$ cat config.mk
export PLATFORM = sky130hd
export DESIGN_NAME = thermocouple_glitch_filter_calibrate_flat
export DESIGN_NICKNAME = d
export VERILOG_FILES = /design/src/sv/tgfc_pkg.sv /design/src/sv/tgfc_if.sv /design/src/sv/tgfc_cfg.sv /design/src/sv/tgfc_mac.sv /design/src/sv/tgfc_seq.sv /design/src/sv/thermocouple_glitch_filter_calibrate.sv /design/src/flat_wrapper.sv
export SDC_FILE = /design/constraint.sdc
export NUM_CORES = 2
export LEC_CHECK = 0
export BUFFER_PORTS_ARGS = -buffer_cell sky130_fd_sc_hd__buf_2
export CORE_ASPECT_RATIO = 0.6
export CORE_UTILIZATION = 55
export CTS_BUF_LIST = sky130_fd_sc_hd__clkbuf_2
export CTS_CLUSTER_DIAMETER = 80
export DETAILED_ROUTE_END_ITERATION = 6
export PLACE_DENSITY = 0.81
export SKIP_LAST_GASP = 1
export SLEW_MARGIN = 10
export SYNTH_ARGS = -nofsm -noshare
export SYNTH_HDL_FRONTEND = slang
export SYNTH_HIERARCHICAL = 1
export SYNTH_SLANG_ARGS = --single-unit
$ cat constraint.sdc
create_clock -name clk_i -period 27.3 [get_ports clk_i]
set_input_delay 0 -clock clk_i [delete_from_list [all_inputs] [get_ports clk_i]]
set_output_delay 0 -clock clk_i [all_outputs]
set_load 0.01 [all_outputs]
$ cat src/sv/tgfc_pkg.sv
// Package: shared types, register map and constants of the thermocouple filter.
`timescale 1ns / 1ps
package tgfc_pkg;

  localparam int unsigned TempW  = 19;            // held / output temperature
  localparam int unsigned TcW    = 19;            // raw thermocouple reading
  localparam int unsigned CjW    = 15;            // cold junction reading
  localparam int unsigned DiffW  = 20;            // tc - cj, and held - tc
  localparam int unsigned DdW    = 37;            // d*d magnitude, below 2^37
  localparam int unsigned DdLoW  = 19;            // low slice of d*d per pass
  localparam int unsigned MulAW  = 21;            // shared multiplier, operand A
  localparam int unsigned MulBW  = 20;            // shared multiplier, operand B
  localparam int unsigned MulPW  = MulAW + MulBW; // 41-bit product
  localparam int unsigned AccW   = 60;            // full quadratic term fits
  localparam int unsigned QuadSh = 31;
  localparam int unsigned LinSh  = 16;
  localparam int unsigned CntW   = 8;
  localparam int unsigned AddrW  = 5;
  localparam int unsigned DataW  = 32;

  localparam logic [17:0]        JumpLimitRst = 18'd3840;
  localparam logic [CntW-1:0]    ErrResetRst  = 8'd15;
  localparam logic signed [20:0] CoefSqRst    = -21'sd5768;
  localparam logic signed [18:0] CoefLinRst   = 19'sd92370;
  localparam logic signed [15:0] CoefOfsRst   = 16'sd127;

  typedef enum logic [2:0] {
    REG_JUMP_LIMIT,
    REG_ERR_RESET,
    REG_COEF_SQ,
    REG_COEF_LIN,
    REG_COEF_OFS
  } reg_idx_e;

  typedef struct packed {
    logic [17:0]        jump_limit;
    logic [CntW-1:0]    error_reset_count;
    logic signed [20:0] coef_square;
    logic signed [18:0] coef_linear;
    logic signed [15:0] coef_offset;
  } cfg_t;

  typedef enum logic [2:0] {
    ST_IDLE,
    ST_SQ,
    ST_LO,
    ST_HI,
    ST_LIN,
    ST_SUM,
    ST_OFS,
    ST_FIN
  } state_e;

  typedef enum logic [1:0] {
    MUL_DD,
    MUL_LO,
    MUL_HI,
    MUL_LIN
  } mul_sel_e;

  typedef enum logic [2:0] {
    ACC_HOLD,
    ACC_LOAD,
    ACC_ADD_HI,
    ACC_ADD_LIN,
    ACC_ADD_OFS
  } acc_op_e;

  typedef struct packed {
    logic     load;
    mul_sel_e mul_sel;
    logic     dd_en;
    logic     prod_en;
    acc_op_e  acc_op;
  } ctrl_t;

endpackage

$ cat src/sv/tgfc_if.sv
// Interfaces: reading channel and result channel, valid/ready handshake.
`timescale 1ns / 1ps
interface tgfc_item_if;
  logic                                valid;
  logic                                ready;
  logic signed [tgfc_pkg::TcW-1:0]     tc_temp;
  logic signed [tgfc_pkg::CjW-1:0]     cj_temp;
  logic [7:0]                          fault_bits;
  logic                                reading_invalid;
  logic                                firing_mode;

  modport source (output valid, tc_temp, cj_temp, fault_bits, reading_invalid,
                  firing_mode, input ready);
  modport sink (input valid, tc_temp, cj_temp, fault_bits, reading_invalid,
                firing_mode, output ready);
endinterface

interface tgfc_result_if;
  logic                                valid;
  logic                                ready;
  logic signed [tgfc_pkg::TempW-1:0]   temperature;
  logic                                accepted;
  logic [tgfc_pkg::CntW-1:0]           error_count;
  logic                                has_error;
  logic                                reset_sensor;

  modport source (output valid, temperature, accepted, error_count, has_error,
                  reset_sensor, input ready);
  modport sink (input valid, temperature, accepted, error_count, has_error,
                reset_sensor, output ready);
endinterface

$ cat src/sv/tgfc_cfg.sv
// APB register file: jump limit, reset count and calibration coefficients.
`timescale 1ns / 1ps
module tgfc_cfg (
  input  logic                          clk_i,
  input  logic                          rst_ni,
  input  logic                          psel,
  input  logic                          penable,
  input  logic                          pwrite,
  input  logic [tgfc_pkg::AddrW-1:0]    paddr,
  input  logic [tgfc_pkg::DataW-1:0]    pwdata,
  output logic [tgfc_pkg::DataW-1:0]    prdata,
  output logic                          pready,
  output tgfc_pkg::cfg_t                cfg_o
);

  tgfc_pkg::cfg_t     cfg_q, cfg_d;
  tgfc_pkg::reg_idx_e idx;
  logic               wr_en;

  assign idx    = tgfc_pkg::reg_idx_e'(paddr[tgfc_pkg::AddrW-1:2]);
  assign wr_en  = psel && penable && pwrite;
  assign pready = 1'b1;
  assign cfg_o  = cfg_q;

  always_comb begin
    cfg_d = cfg_q;
    if (wr_en) begin
      unique case (idx)
        tgfc_pkg::REG_JUMP_LIMIT: cfg_d.jump_limit        = pwdata[17:0];
        tgfc_pkg::REG_ERR_RESET:  cfg_d.error_reset_count = pwdata[tgfc_pkg::CntW-1:0];
        tgfc_pkg::REG_COEF_SQ:    cfg_d.coef_square       = pwdata[20:0];
        tgfc_pkg::REG_COEF_LIN:   cfg_d.coef_linear       = pwdata[18:0];
        tgfc_pkg::REG_COEF_OFS:   cfg_d.coef_offset       = pwdata[15:0];
        default:                  cfg_d = cfg_q;
      endcase
    end
  end

  always_comb begin
    unique case (idx)
      tgfc_pkg::REG_JUMP_LIMIT: prdata = {14'd0, cfg_q.jump_limit};
      tgfc_pkg::REG_ERR_RESET:  prdata = {24'd0, cfg_q.error_reset_count};
      tgfc_pkg::REG_COEF_SQ:    prdata = {{11{cfg_q.coef_square[20]}}, cfg_q.coef_square};
      tgfc_pkg::REG_COEF_LIN:   prdata = {{13{cfg_q.coef_linear[18]}}, cfg_q.coef_linear};
      tgfc_pkg::REG_COEF_OFS:   prdata = {{16{cfg_q.coef_offset[15]}}, cfg_q.coef_offset};
      default:                  prdata = '0;
    endcase
  end

  always_ff @(posedge clk_i or negedge rst_ni) begin
    if (!rst_ni) begin
      cfg_q.jump_limit        <= tgfc_pkg::JumpLimitRst;
      cfg_q.error_reset_count <= tgfc_pkg::ErrResetRst;
      cfg_q.coef_square       <= tgfc_pkg::CoefSqRst;
      cfg_q.coef_linear       <= tgfc_pkg::CoefLinRst;
      cfg_q.coef_offset       <= tgfc_pkg::CoefOfsRst;
    end else begin
      cfg_q <= cfg_d;
    end
  end

endmodule

$ cat src/sv/tgfc_mac.sv
// Calibration datapath: one shared 21x20 multiplier and a 60-bit accumulator.
`timescale 1ns / 1ps
module tgfc_mac (
  input  logic                                clk_i,
  input  tgfc_pkg::ctrl_t                     ctrl_i,
  input  tgfc_pkg::cfg_t                      cfg_i,
  input  logic signed [tgfc_pkg::TcW-1:0]     tc_temp_i,
  input  logic signed [tgfc_pkg::CjW-1:0]     cj_temp_i,
  output logic signed [tgfc_pkg::TempW-1:0]   sat_temp_o
);

  localparam int unsigned AccW  = tgfc_pkg::AccW;
  localparam int unsigned MulPW = tgfc_pkg::MulPW;
  localparam int unsigned DdW   = tgfc_pkg::DdW;
  localparam int unsigned DdLoW = tgfc_pkg::DdLoW;
  localparam logic signed [AccW-1:0] SatHi = AccW'((2 ** (tgfc_pkg::TempW - 1)) - 1);
  localparam logic signed [AccW-1:0] SatLo = -SatHi - AccW'(1);

  logic signed [tgfc_pkg::DiffW-1:0] d_q;
  logic signed [tgfc_pkg::CjW-1:0]   cj_q;
  logic [DdW-1:0]                    dd_q;
  logic signed [MulPW-1:0]           prod_q;
  logic signed [AccW-1:0]            acc_q, acc_d;

  logic signed [tgfc_pkg::MulAW-1:0] mul_a;
  logic signed [tgfc_pkg::MulBW-1:0] mul_b;
  logic signed [MulPW-1:0]           mul_p;
  logic signed [AccW-1:0]            prod_ext, ofs_ext, cj_ext;

  always_comb begin
    case (ctrl_i.mul_sel)
      tgfc_pkg::MUL_DD: begin
        mul_a = {d_q[tgfc_pkg::DiffW-1], d_q};
        mul_b = d_q;
      end
      tgfc_pkg::MUL_LO: begin
        mul_a = cfg_i.coef_square;
        mul_b = {1'b0, dd_q[DdLoW-1:0]};
      end
      tgfc_pkg::MUL_HI: begin
        mul_a = cfg_i.coef_square;
        mul_b = {2'b00, dd_q[DdW-1:DdLoW]};
      end
      default: begin
        mul_a = {{2{cfg_i.coef_linear[18]}}, cfg_i.coef_linear};
        mul_b = d_q;
      end
    endcase
  end

  assign mul_p    = mul_a * mul_b;
  assign prod_ext = {{(AccW-MulPW){prod_q[MulPW-1]}}, prod_q};
  assign ofs_ext  = {{(AccW-16){cfg_i.coef_offset[15]}}, cfg_i.coef_offset};
  assign cj_ext   = {{(AccW-tgfc_pkg::CjW){cj_q[tgfc_pkg::CjW-1]}}, cj_q};

  // floor shifts come for free from arithmetic right shifts
  always_comb begin
    case (ctrl_i.acc_op)
      tgfc_pkg::ACC_LOAD:    acc_d = prod_ext;
      tgfc_pkg::ACC_ADD_HI:  acc_d = acc_q + (prod_ext <<< DdLoW);
      tgfc_pkg::ACC_ADD_LIN: acc_d = (acc_q >>> tgfc_pkg::QuadSh)
                                     + (prod_ext >>> tgfc_pkg::LinSh);
      tgfc_pkg::ACC_ADD_OFS: acc_d = acc_q + ofs_ext + cj_ext;
      default:               acc_d = acc_q;
    endcase
  end

  always_comb begin
    if (acc_q > SatHi) begin
      sat_temp_o = SatHi[tgfc_pkg::TempW-1:0];
    end else if (acc_q < SatLo) begin
      sat_temp_o = SatLo[tgfc_pkg::TempW-1:0];
    end else begin
      sat_temp_o = acc_q[tgfc_pkg::TempW-1:0];
    end
  end

  always_ff @(posedge clk_i) begin
    if (ctrl_i.load) begin
      d_q  <= {tc_temp_i[tgfc_pkg::TcW-1], tc_temp_i}
              - {{(tgfc_pkg::DiffW-tgfc_pkg::CjW){cj_temp_i[tgfc_pkg::CjW-1]}}, cj_temp_i};
      cj_q <= cj_temp_i;
    end
    if (ctrl_i.dd_en) begin
      dd_q <= mul_p[DdW-1:0];
    end
    if (ctrl_i.prod_en) begin
      prod_q <= mul_p;
    end
    acc_q <= acc_d;
  end

endmodule

$ cat src/sv/tgfc_seq.sv
// Sequencer: acceptance test, held value, reject counter and result register.
`timescale 1ns / 1ps
module tgfc_seq (
  input  logic                                clk_i,
  input  logic                                rst_ni,
  tgfc_item_if.sink                           item_i,
  tgfc_result_if.source                       result_o,
  input  tgfc_pkg::cfg_t                      cfg_i,
  input  logic signed [tgfc_pkg::TempW-1:0]   sat_temp_i,
  output tgfc_pkg::ctrl_t                     ctrl_o
);

  localparam int unsigned CntW = tgfc_pkg::CntW;
  localparam int unsigned DW   = tgfc_pkg::DiffW;

  tgfc_pkg::state_e state_q, state_d;

  logic signed [tgfc_pkg::TempW-1:0] held_q, held_d;
  logic [CntW-1:0]                   count_q, count_d;
  logic                              acc_q, firing_q;

  logic                              out_valid_q, out_valid_d;
  logic signed [tgfc_pkg::TempW-1:0] out_temp_q;
  logic                              out_acc_q, out_pulse_q, pulse_d;
  logic [CntW-1:0]                   out_count_q;

  logic                              take, fin_fire, accept_now;
  logic signed [DW-1:0]              jump;
  logic [DW-1:0]                     jump_abs;

  assign take = item_i.valid && item_i.ready;

  // jump from held value, decided as the reading arrives
  assign jump     = {held_q[tgfc_pkg::TempW-1], held_q}
                    - {item_i.tc_temp[tgfc_pkg::TcW-1], item_i.tc_temp};
  assign jump_abs = jump[DW-1] ? DW'(-jump) : DW'(jump);
  assign accept_now = (item_i.fault_bits == 8'd0) && !item_i.reading_invalid
                      && ((held_q == '0) || (jump_abs < {2'b00, cfg_i.jump_limit}));

  assign fin_fire = (state_q == tgfc_pkg::ST_FIN) && (!out_valid_q || result_o.ready);

  always_comb begin
    state_d = state_q;
    unique case (state_q)
      tgfc_pkg::ST_IDLE: begin
        if (item_i.valid) begin
          state_d = accept_now ? tgfc_pkg::ST_SQ : tgfc_pkg::ST_FIN;
        end
      end
      tgfc_pkg::ST_SQ:  state_d = tgfc_pkg::ST_LO;
      tgfc_pkg::ST_LO:  state_d = tgfc_pkg::ST_HI;
      tgfc_pkg::ST_HI:  state_d = tgfc_pkg::ST_LIN;
      tgfc_pkg::ST_LIN: state_d = tgfc_pkg::ST_SUM;
      tgfc_pkg::ST_SUM: state_d = tgfc_pkg::ST_OFS;
      tgfc_pkg::ST_OFS: state_d = tgfc_pkg::ST_FIN;
      tgfc_pkg::ST_FIN: begin
        if (fin_fire) begin
          state_d = tgfc_pkg::ST_IDLE;
        end
      end
      default: state_d = tgfc_pkg::ST_IDLE;
    endcase
  end

  always_comb begin
    item_i.ready   = 1'b0;
    ctrl_o.load    = 1'b0;
    ctrl_o.mul_sel = tgfc_pkg::MUL_DD;
    ctrl_o.dd_en   = 1'b0;
    ctrl_o.prod_en = 1'b0;
    ctrl_o.acc_op  = tgfc_pkg::ACC_HOLD;
    unique case (state_q)
      tgfc_pkg::ST_IDLE: begin
        item_i.ready = 1'b1;
        ctrl_o.load  = item_i.valid;
      end
      tgfc_pkg::ST_SQ: begin
        ctrl_o.mul_sel = tgfc_pkg::MUL_DD;
        ctrl_o.dd_en   = 1'b1;
      end
      tgfc_pkg::ST_LO: begin
        ctrl_o.mul_sel = tgfc_pkg::MUL_LO;
        ctrl_o.prod_en = 1'b1;
      end
      tgfc_pkg::ST_HI: begin
        ctrl_o.mul_sel = tgfc_pkg::MUL_HI;
        ctrl_o.prod_en = 1'b1;
        ctrl_o.acc_op  = tgfc_pkg::ACC_LOAD;
      end
      tgfc_pkg::ST_LIN: begin
        ctrl_o.mul_sel = tgfc_pkg::MUL_LIN;
        ctrl_o.prod_en = 1'b1;
        ctrl_o.acc_op  = tgfc_pkg::ACC_ADD_HI;
      end
      tgfc_pkg::ST_SUM: ctrl_o.acc_op = tgfc_pkg::ACC_ADD_LIN;
      tgfc_pkg::ST_OFS: ctrl_o.acc_op = tgfc_pkg::ACC_ADD_OFS;
      tgfc_pkg::ST_FIN: ctrl_o.acc_op = tgfc_pkg::ACC_HOLD;
      default:          ctrl_o.acc_op = tgfc_pkg::ACC_HOLD;
    endcase
  end

  // filter state update at the end of each reading
  always_comb begin
    held_d  = held_q;
    count_d = count_q;
    pulse_d = 1'b0;
    if (acc_q) begin
      held_d  = sat_temp_i;
      count_d = '0;
    end else if (firing_q && (count_q != {CntW{1'b1}})) begin
      count_d = count_q + CntW'(1);
      pulse_d = (count_d == cfg_i.error_reset_count);
    end
  end

  always_comb begin
    out_valid_d = out_valid_q;
    if (fin_fire) begin
      out_valid_d = 1'b1;
    end else if (result_o.ready) begin
      out_valid_d = 1'b0;
    end
  end

  always_ff @(posedge clk_i or negedge rst_ni) begin
    if (!rst_ni) begin
      state_q     <= tgfc_pkg::ST_IDLE;
      held_q      <= '0;
      count_q     <= '0;
      out_valid_q <= 1'b0;
    end else begin
      state_q     <= state_d;
      out_valid_q <= out_valid_d;
      if (fin_fire) begin
        held_q  <= held_d;
        count_q <= count_d;
      end
    end
  end

  always_ff @(posedge clk_i) begin
    if (take) begin
      acc_q    <= accept_now;
      firing_q <= item_i.firing_mode;
    end
    if (fin_fire) begin
      out_temp_q  <= held_d;
      out_acc_q   <= acc_q;
      out_count_q <= count_d;
      out_pulse_q <= pulse_d;
    end
  end

  assign result_o.valid        = out_valid_q;
  assign result_o.temperature  = out_temp_q;
  assign result_o.accepted     = out_acc_q;
  assign result_o.error_count  = out_count_q;
  assign result_o.has_error    = (out_count_q != '0);
  assign result_o.reset_sensor = out_pulse_q;

endmodule

$ cat src/sv/thermocouple_glitch_filter_calibrate.sv
// Top level: thermocouple glitch filter with quadratic calibration.
`timescale 1ns / 1ps
// Takes one thermocouple transaction (reading, cold-junction temperature,
// fault byte, invalid and firing flags) and returns exactly one result
// transaction. A reading is applied when the fault byte is zero, it is
// valid, and either the held value is zero or its distance from the held
// value is strictly below jump_limit. An applied reading is calibrated as
// c2*d*d/2^31 + c1*d/2^16 + c0 + cj with d = tc - cj (both shifts round
// towards minus infinity), saturated to 19 bits, and clears the reject
// count; a rejected one keeps the held value and, in firing mode only,
// bumps the saturating count, pulsing reset_sensor when the count lands on
// error_reset_count. Timing: the block takes one transaction at a time.
// A rejected reading goes from idle straight to the final state, where
// its result is registered; an applied one first runs the four passes
// of the single 21x20 multiplier (d*d, two halves of c2*d*d, c1*d)
// feeding one accumulator, plus the offset add and saturation. The next
// reading is taken the cycle after the result is registered, even if
// that result is still waiting on the output. The result register is
// only reloaded once it is free or being taken, so a stalled output
// holds the block in its final state.
// Results are held in an output register until taken.
// Registers sit on an APB port at byte addresses 0x00..0x10, one word each:
// jump_limit, error_reset_count, coef_square, coef_linear, coef_offset.
// Write only while the block is idle.
module thermocouple_glitch_filter_calibrate (
  input  logic                          clk_i,
  input  logic                          rst_ni,
  tgfc_item_if.sink                     item_i,
  tgfc_result_if.source                 result_o,
  input  logic                          psel,
  input  logic                          penable,
  input  logic                          pwrite,
  input  logic [tgfc_pkg::AddrW-1:0]    paddr,
  input  logic [tgfc_pkg::DataW-1:0]    pwdata,
  output logic [tgfc_pkg::DataW-1:0]    prdata,
  output logic                          pready
);

  tgfc_pkg::cfg_t                    cfg;
  tgfc_pkg::ctrl_t                   ctrl;
  logic signed [tgfc_pkg::TempW-1:0] sat_temp;

  // register file
  tgfc_cfg u_cfg (
    .clk_i   (clk_i),
    .rst_ni  (rst_ni),
    .psel    (psel),
    .penable (penable),
    .pwrite  (pwrite),
    .paddr   (paddr),
    .pwdata  (pwdata),
    .prdata  (prdata),
    .pready  (pready),
    .cfg_o   (cfg)
  );

  // shared multiplier and accumulator
  tgfc_mac u_mac (
    .clk_i      (clk_i),
    .ctrl_i     (ctrl),
    .cfg_i      (cfg),
    .tc_temp_i  (item_i.tc_temp),
    .cj_temp_i  (item_i.cj_temp),
    .sat_temp_o (sat_temp)
  );

  // sequencer, filter state and result register
  tgfc_seq u_seq (
    .clk_i      (clk_i),
    .rst_ni     (rst_ni),
    .item_i     (item_i),
    .result_o   (result_o),
    .cfg_i      (cfg),
    .sat_temp_i (sat_temp),
    .ctrl_o     (ctrl)
  );

  // a reset pulse only ever reports the count that triggered it
  assert property (@(posedge clk_i) disable iff (!rst_ni)
    (result_o.valid && result_o.reset_sensor) |->
      (result_o.error_count == cfg.error_reset_count) && result_o.has_error)
    else $error("reset pulse without matching error count");

  // an applied reading always clears the reject count
  assert property (@(posedge clk_i) disable iff (!rst_ni)
    (result_o.valid && result_o.accepted) |->
      (result_o.error_count == '0) && !result_o.has_error)
    else $error("applied reading left a nonzero error count");

  // once a transaction is taken the block is busy in the cycle after it
  assert property (@(posedge clk_i) disable iff (!rst_ni)
    (item_i.valid && item_i.ready) |=> !item_i.ready)
    else $error("second transaction taken back to back");

  // the datapath is only loaded on a taken transaction, applied or rejected
  assert property (@(posedge clk_i) disable iff (!rst_ni)
    ctrl.load |-> item_i.ready)
    else $error("datapath loaded while busy");

endmodule
$ cat src/flat_wrapper.sv
// flat-port wrapper written by rule: the top's interface ports become plain ports
module thermocouple_glitch_filter_calibrate_flat 
  (clk_i, rst_ni, psel, penable, pwrite, paddr, pwdata, prdata, pready, item_i_valid, item_i_tc_temp, item_i_cj_temp, item_i_fault_bits, item_i_reading_invalid, item_i_firing_mode, item_i_ready, result_o_valid, result_o_temperature, result_o_accepted, result_o_error_count, result_o_has_error, result_o_reset_sensor, result_o_ready);
  tgfc_item_if item_i_i ();
  tgfc_result_if result_o_i ();
  input  logic clk_i;
  input  logic rst_ni;
  input  logic psel;
  input  logic penable;
  input  logic pwrite;
  input  logic [tgfc_pkg::AddrW-1:0] paddr;
  input  logic [tgfc_pkg::DataW-1:0] pwdata;
  output logic [tgfc_pkg::DataW-1:0] prdata;
  output logic pready;
  input wire logic [$bits(item_i_i.valid)-1:0] item_i_valid;
  input wire logic [$bits(item_i_i.tc_temp)-1:0] item_i_tc_temp;
  input wire logic [$bits(item_i_i.cj_temp)-1:0] item_i_cj_temp;
  input wire logic [$bits(item_i_i.fault_bits)-1:0] item_i_fault_bits;
  input wire logic [$bits(item_i_i.reading_invalid)-1:0] item_i_reading_invalid;
  input wire logic [$bits(item_i_i.firing_mode)-1:0] item_i_firing_mode;
  output wire logic [$bits(item_i_i.ready)-1:0] item_i_ready;
  output wire logic [$bits(result_o_i.valid)-1:0] result_o_valid;
  output wire logic [$bits(result_o_i.temperature)-1:0] result_o_temperature;
  output wire logic [$bits(result_o_i.accepted)-1:0] result_o_accepted;
  output wire logic [$bits(result_o_i.error_count)-1:0] result_o_error_count;
  output wire logic [$bits(result_o_i.has_error)-1:0] result_o_has_error;
  output wire logic [$bits(result_o_i.reset_sensor)-1:0] result_o_reset_sensor;
  input wire logic [$bits(result_o_i.ready)-1:0] result_o_ready;
  assign item_i_i.valid = item_i_valid;
  assign item_i_i.tc_temp = item_i_tc_temp;
  assign item_i_i.cj_temp = item_i_cj_temp;
  assign item_i_i.fault_bits = item_i_fault_bits;
  assign item_i_i.reading_invalid = item_i_reading_invalid;
  assign item_i_i.firing_mode = item_i_firing_mode;
  assign item_i_ready = item_i_i.ready;
  assign result_o_valid = result_o_i.valid;
  assign result_o_temperature = result_o_i.temperature;
  assign result_o_accepted = result_o_i.accepted;
  assign result_o_error_count = result_o_i.error_count;
  assign result_o_has_error = result_o_i.has_error;
  assign result_o_reset_sensor = result_o_i.reset_sensor;
  assign result_o_i.ready = result_o_ready;
  thermocouple_glitch_filter_calibrate u_core (.clk_i(clk_i), .rst_ni(rst_ni), .item_i(item_i_i), .result_o(result_o_i), .psel(psel), .penable(penable), .pwrite(pwrite), .paddr(paddr), .pwdata(pwdata), .prdata(prdata), .pready(pready));
endmodule
==> impl_metrics.toml <==
[run_status]
status = "complete, but fails checks"
violations = "DRC"

[clock_network]
path_clk_slew_ns = 0.14
cts_hold_buf = 147
post_cts_buffers = 0
cts-root-buf = "clkbuf_2"
cts_buffers = 77
clock_path_buffers = 3
clock_sinks = 317
ctsResizeCount = 0
insertion_delay_ns = 1.11
htree_levels = 3
cts_tree = "yes"

[hold_path]
hold_path.class = "input pin to flip-flop"

[sta]
max_freq_ghz = 0.09191
setup_viol = 0
rsz0062_at_grt = "no"
slew_headroom = 0.09307
period_share = 0.3985
finalHoldViolations = 0
maxSlewViolCount = 0
fin_tns_setup_ns = 0
worst_clock_skew_ns = 0.1170
min_period_ns = 10.88
worst_pin_slew_ns = 1.354

[placement]
dp_hpwl_um = 101400
io_buffers = 138
gp_congestion = 1.023

[detailed_routing]
ant_nets = 0
first_pass_iters = 7
via_per_inst = 6.255
drt_iter0_markers = 4999
route.detailed.drc = 20
wl_per_cell_um = 23.34
num_vias = 35121
wl_um = 131100

[synth]
yosysSeqAreaShare = 0.2214
synth_top_family_by_area = "adder cells"
synth_edf_count = 204
synthDistinctLibCells = 108
synthXorXnorAreaFrac = 0.04461
ys_async_sr_fraction = 0.3565
yosys.cell_count.top_type = "inv_1"
syn_area_um2 = 40640
synth_top_area_frac = 0.2473
synth_warnings = 6
synthAdderAreaFrac = 0.3390
ys_top_cells_by_area = "fa_1, edfxtp_1, ha_1"
synth_compound_area_frac = 0.1466
synthMuxAreaShare = 0.03928
syn_nets = 5223
avgSynthCellArea_um2 = 9.376
syn_inst = 4335
yosys-top-cells-count = "inv_1, fa_1, nor2_1"
synth_simple_gate_area_frac = 0.1336
yosysTopAreaCell = "fa_1"
ys.flop_type = "edfxtp_1"
ys_seq_elements = 317

[grt]
overflow = 0
grt_first_pass_wirelength_um = 200700
grt_pass1_vias = 34295
grt_max_degree = 68
grt_antenna_before_repair = 7
grtUsageTotal = 0.3520

[floorplanning]
start_util = 0.5609
die_w_um = 352.9
die-height_um = 212.6
core_area_um2 = 72460
ioPinCount = 153
fp.dieArea_um2 = 75030
num_rows = 76

[finish]
drive_above_1_share = 0.1174
area_growth_pct = 9.549
nets = 5459

[worst_setup_path]
worst-path-max-fanout = 67
critPathLaunchType = "flip-flop"
critPathMaxStageDelay_ns = 0.90
cp_data_required_time_ns = 28.06
cp_data_arrival_time_ns = 11.64
endpoint_kind = "flip-flop"
crit_top_cell = "fa_1"
critPathSlowestCell = "a21oi_2"
worst-setup-path-type = "flip-flop to flip-flop"

[job]
drv_cap = 0
==> layout make-up <==
cell class | count | area, um^2
multi-input combinational | 3233 | 28660
clock inverter | 36 | 265.3
antenna | 7 | 17.52
timing repair buffer | 334 | 2550
tap | 975 | 1220
sequential | 317 | 9004
fill | 5984 | 27930
inverter | 608 | 2282
clock buffer | 105 | 525.5
==> registers in the layout, indices dropped and copies added, names as in the netlist <==
register,flops
u_core/u_mac/dd_q,37
u_core/u_seq/result_o.accepted,1
u_core/u_cfg/cfg_o,82
u_core/u_seq/acc_q,1
u_core/u_seq/firing_q,1
u_core/u_seq/held_q,19
u_core/u_mac/acc_q,60
u_core/u_seq/result_o.reset_sensor,1
u_core/u_seq/state_q,3
u_core/u_mac/prod_q,41
u_core/u_seq/result_o.valid,1
u_core/u_seq/count_q,8
u_core/u_seq/result_o.error_count,8
u_core/u_mac/cj_q,15
u_core/u_seq/result_o.temperature,19
u_core/u_mac/d_q,20
==> cells in the final DEF (no fill, tap or decap), types with 37 or more instances in the layout <==
master,instances
a21oi_1,231
o21ai_1,39
buf_2,137
nor3_1,37
inv_1,608
xnor2_1,130
fa_1,502
dfrtp_1,75
ha_1,296
a21o_1,110
a22oi_1,71
buf_4,50
nand2b_1,40
edfxtp_1,204
dfstp_2,37
mux2_2,116
nand4_1,49
nand2_1,403
o21a_1,38
o21ai_0,123
dlygate4sd3_1,146
nand3_1,59
clkbuf_2,105
nor2_1,413
xor2_1,76
==> path summary, 6_finish.rpt <==
kind	start	endpoint	slack (ns)	depth (start not counted)
setup / recovery	u_core/u_seq/state_q[1]$_DFFE_PN0P_	u_core/u_mac/prod_q[40]$_DFFE_PP_	16.42	30
hold / removal	item_i_cj_temp[2]	u_core/u_mac/d_q[2]$_DFFE_PP_	0.08	5
setup reg to reg	u_core/u_seq/state_q[1]$_DFFE_PN0P_	u_core/u_mac/prod_q[40]$_DFFE_PP_	16.42	30
hold reg to reg	u_core/u_cfg/cfg_o[28]$_DFFE_PN0P_	u_core/u_cfg/cfg_o[28]$_DFFE_PN0P_	0.57	1
max in group asynchronous	rst_ni	u_core/u_cfg/cfg_o[28]$_DFFE_PN0P_	26.53	4
min in group asynchronous	rst_ni	u_core/u_cfg/cfg_o[57]$_DFFE_PN1P_	0.10	3
==> layer usage <==
layer,share of wire,track usage
met3,0.17,0.1415
met4,0.034,0.1112
met5,0.00043,0
met2,0.39,0.4765
met1,0.41,0.5082
==> cells by family after synthesis <==
group,after synthesis
adders and majority gates,800
other,1
and+or+nand+nor,1188
DFF,317
buffers and inverters,785
xor gates and xnor gates,207
AOI/OAI and AO/OA,897
muxes,140
==> per-stage QoR <==
step           cell area (um^2)  setup slack (ns)  std cells  hold WS, ns  utilization
2_1_floorplan             40640             18.47       4335      -0.2956            -
3_3_place_gp              42220             16.97       5320       0.1753       0.5827
3_5_place_dp              42220             16.68       5320       0.1713       0.5827
4_1_cts                   44500             16.59       5608      0.02839       0.6141
5_1_grt                   44520             15.89       5612      0.04672       0.6144
6_report                  44530             16.42       5615      0.08016       0.6145
==> worst max-delay path, delay by kind of cell (launching register included) <==
family / cells / cell delay (ns)
xor+xnor: 1 / 0.16
flops: 1 / 0.72
buf+inv: 7 / 1.21
compound gates: 9 / 2.89
fa+ha+maj: 9 / 4.84
simple gates: 4 / 0.69
Power is not shown: default switching activity piles up to over one toggle a cycle in this logic, so the estimate is an artifact.
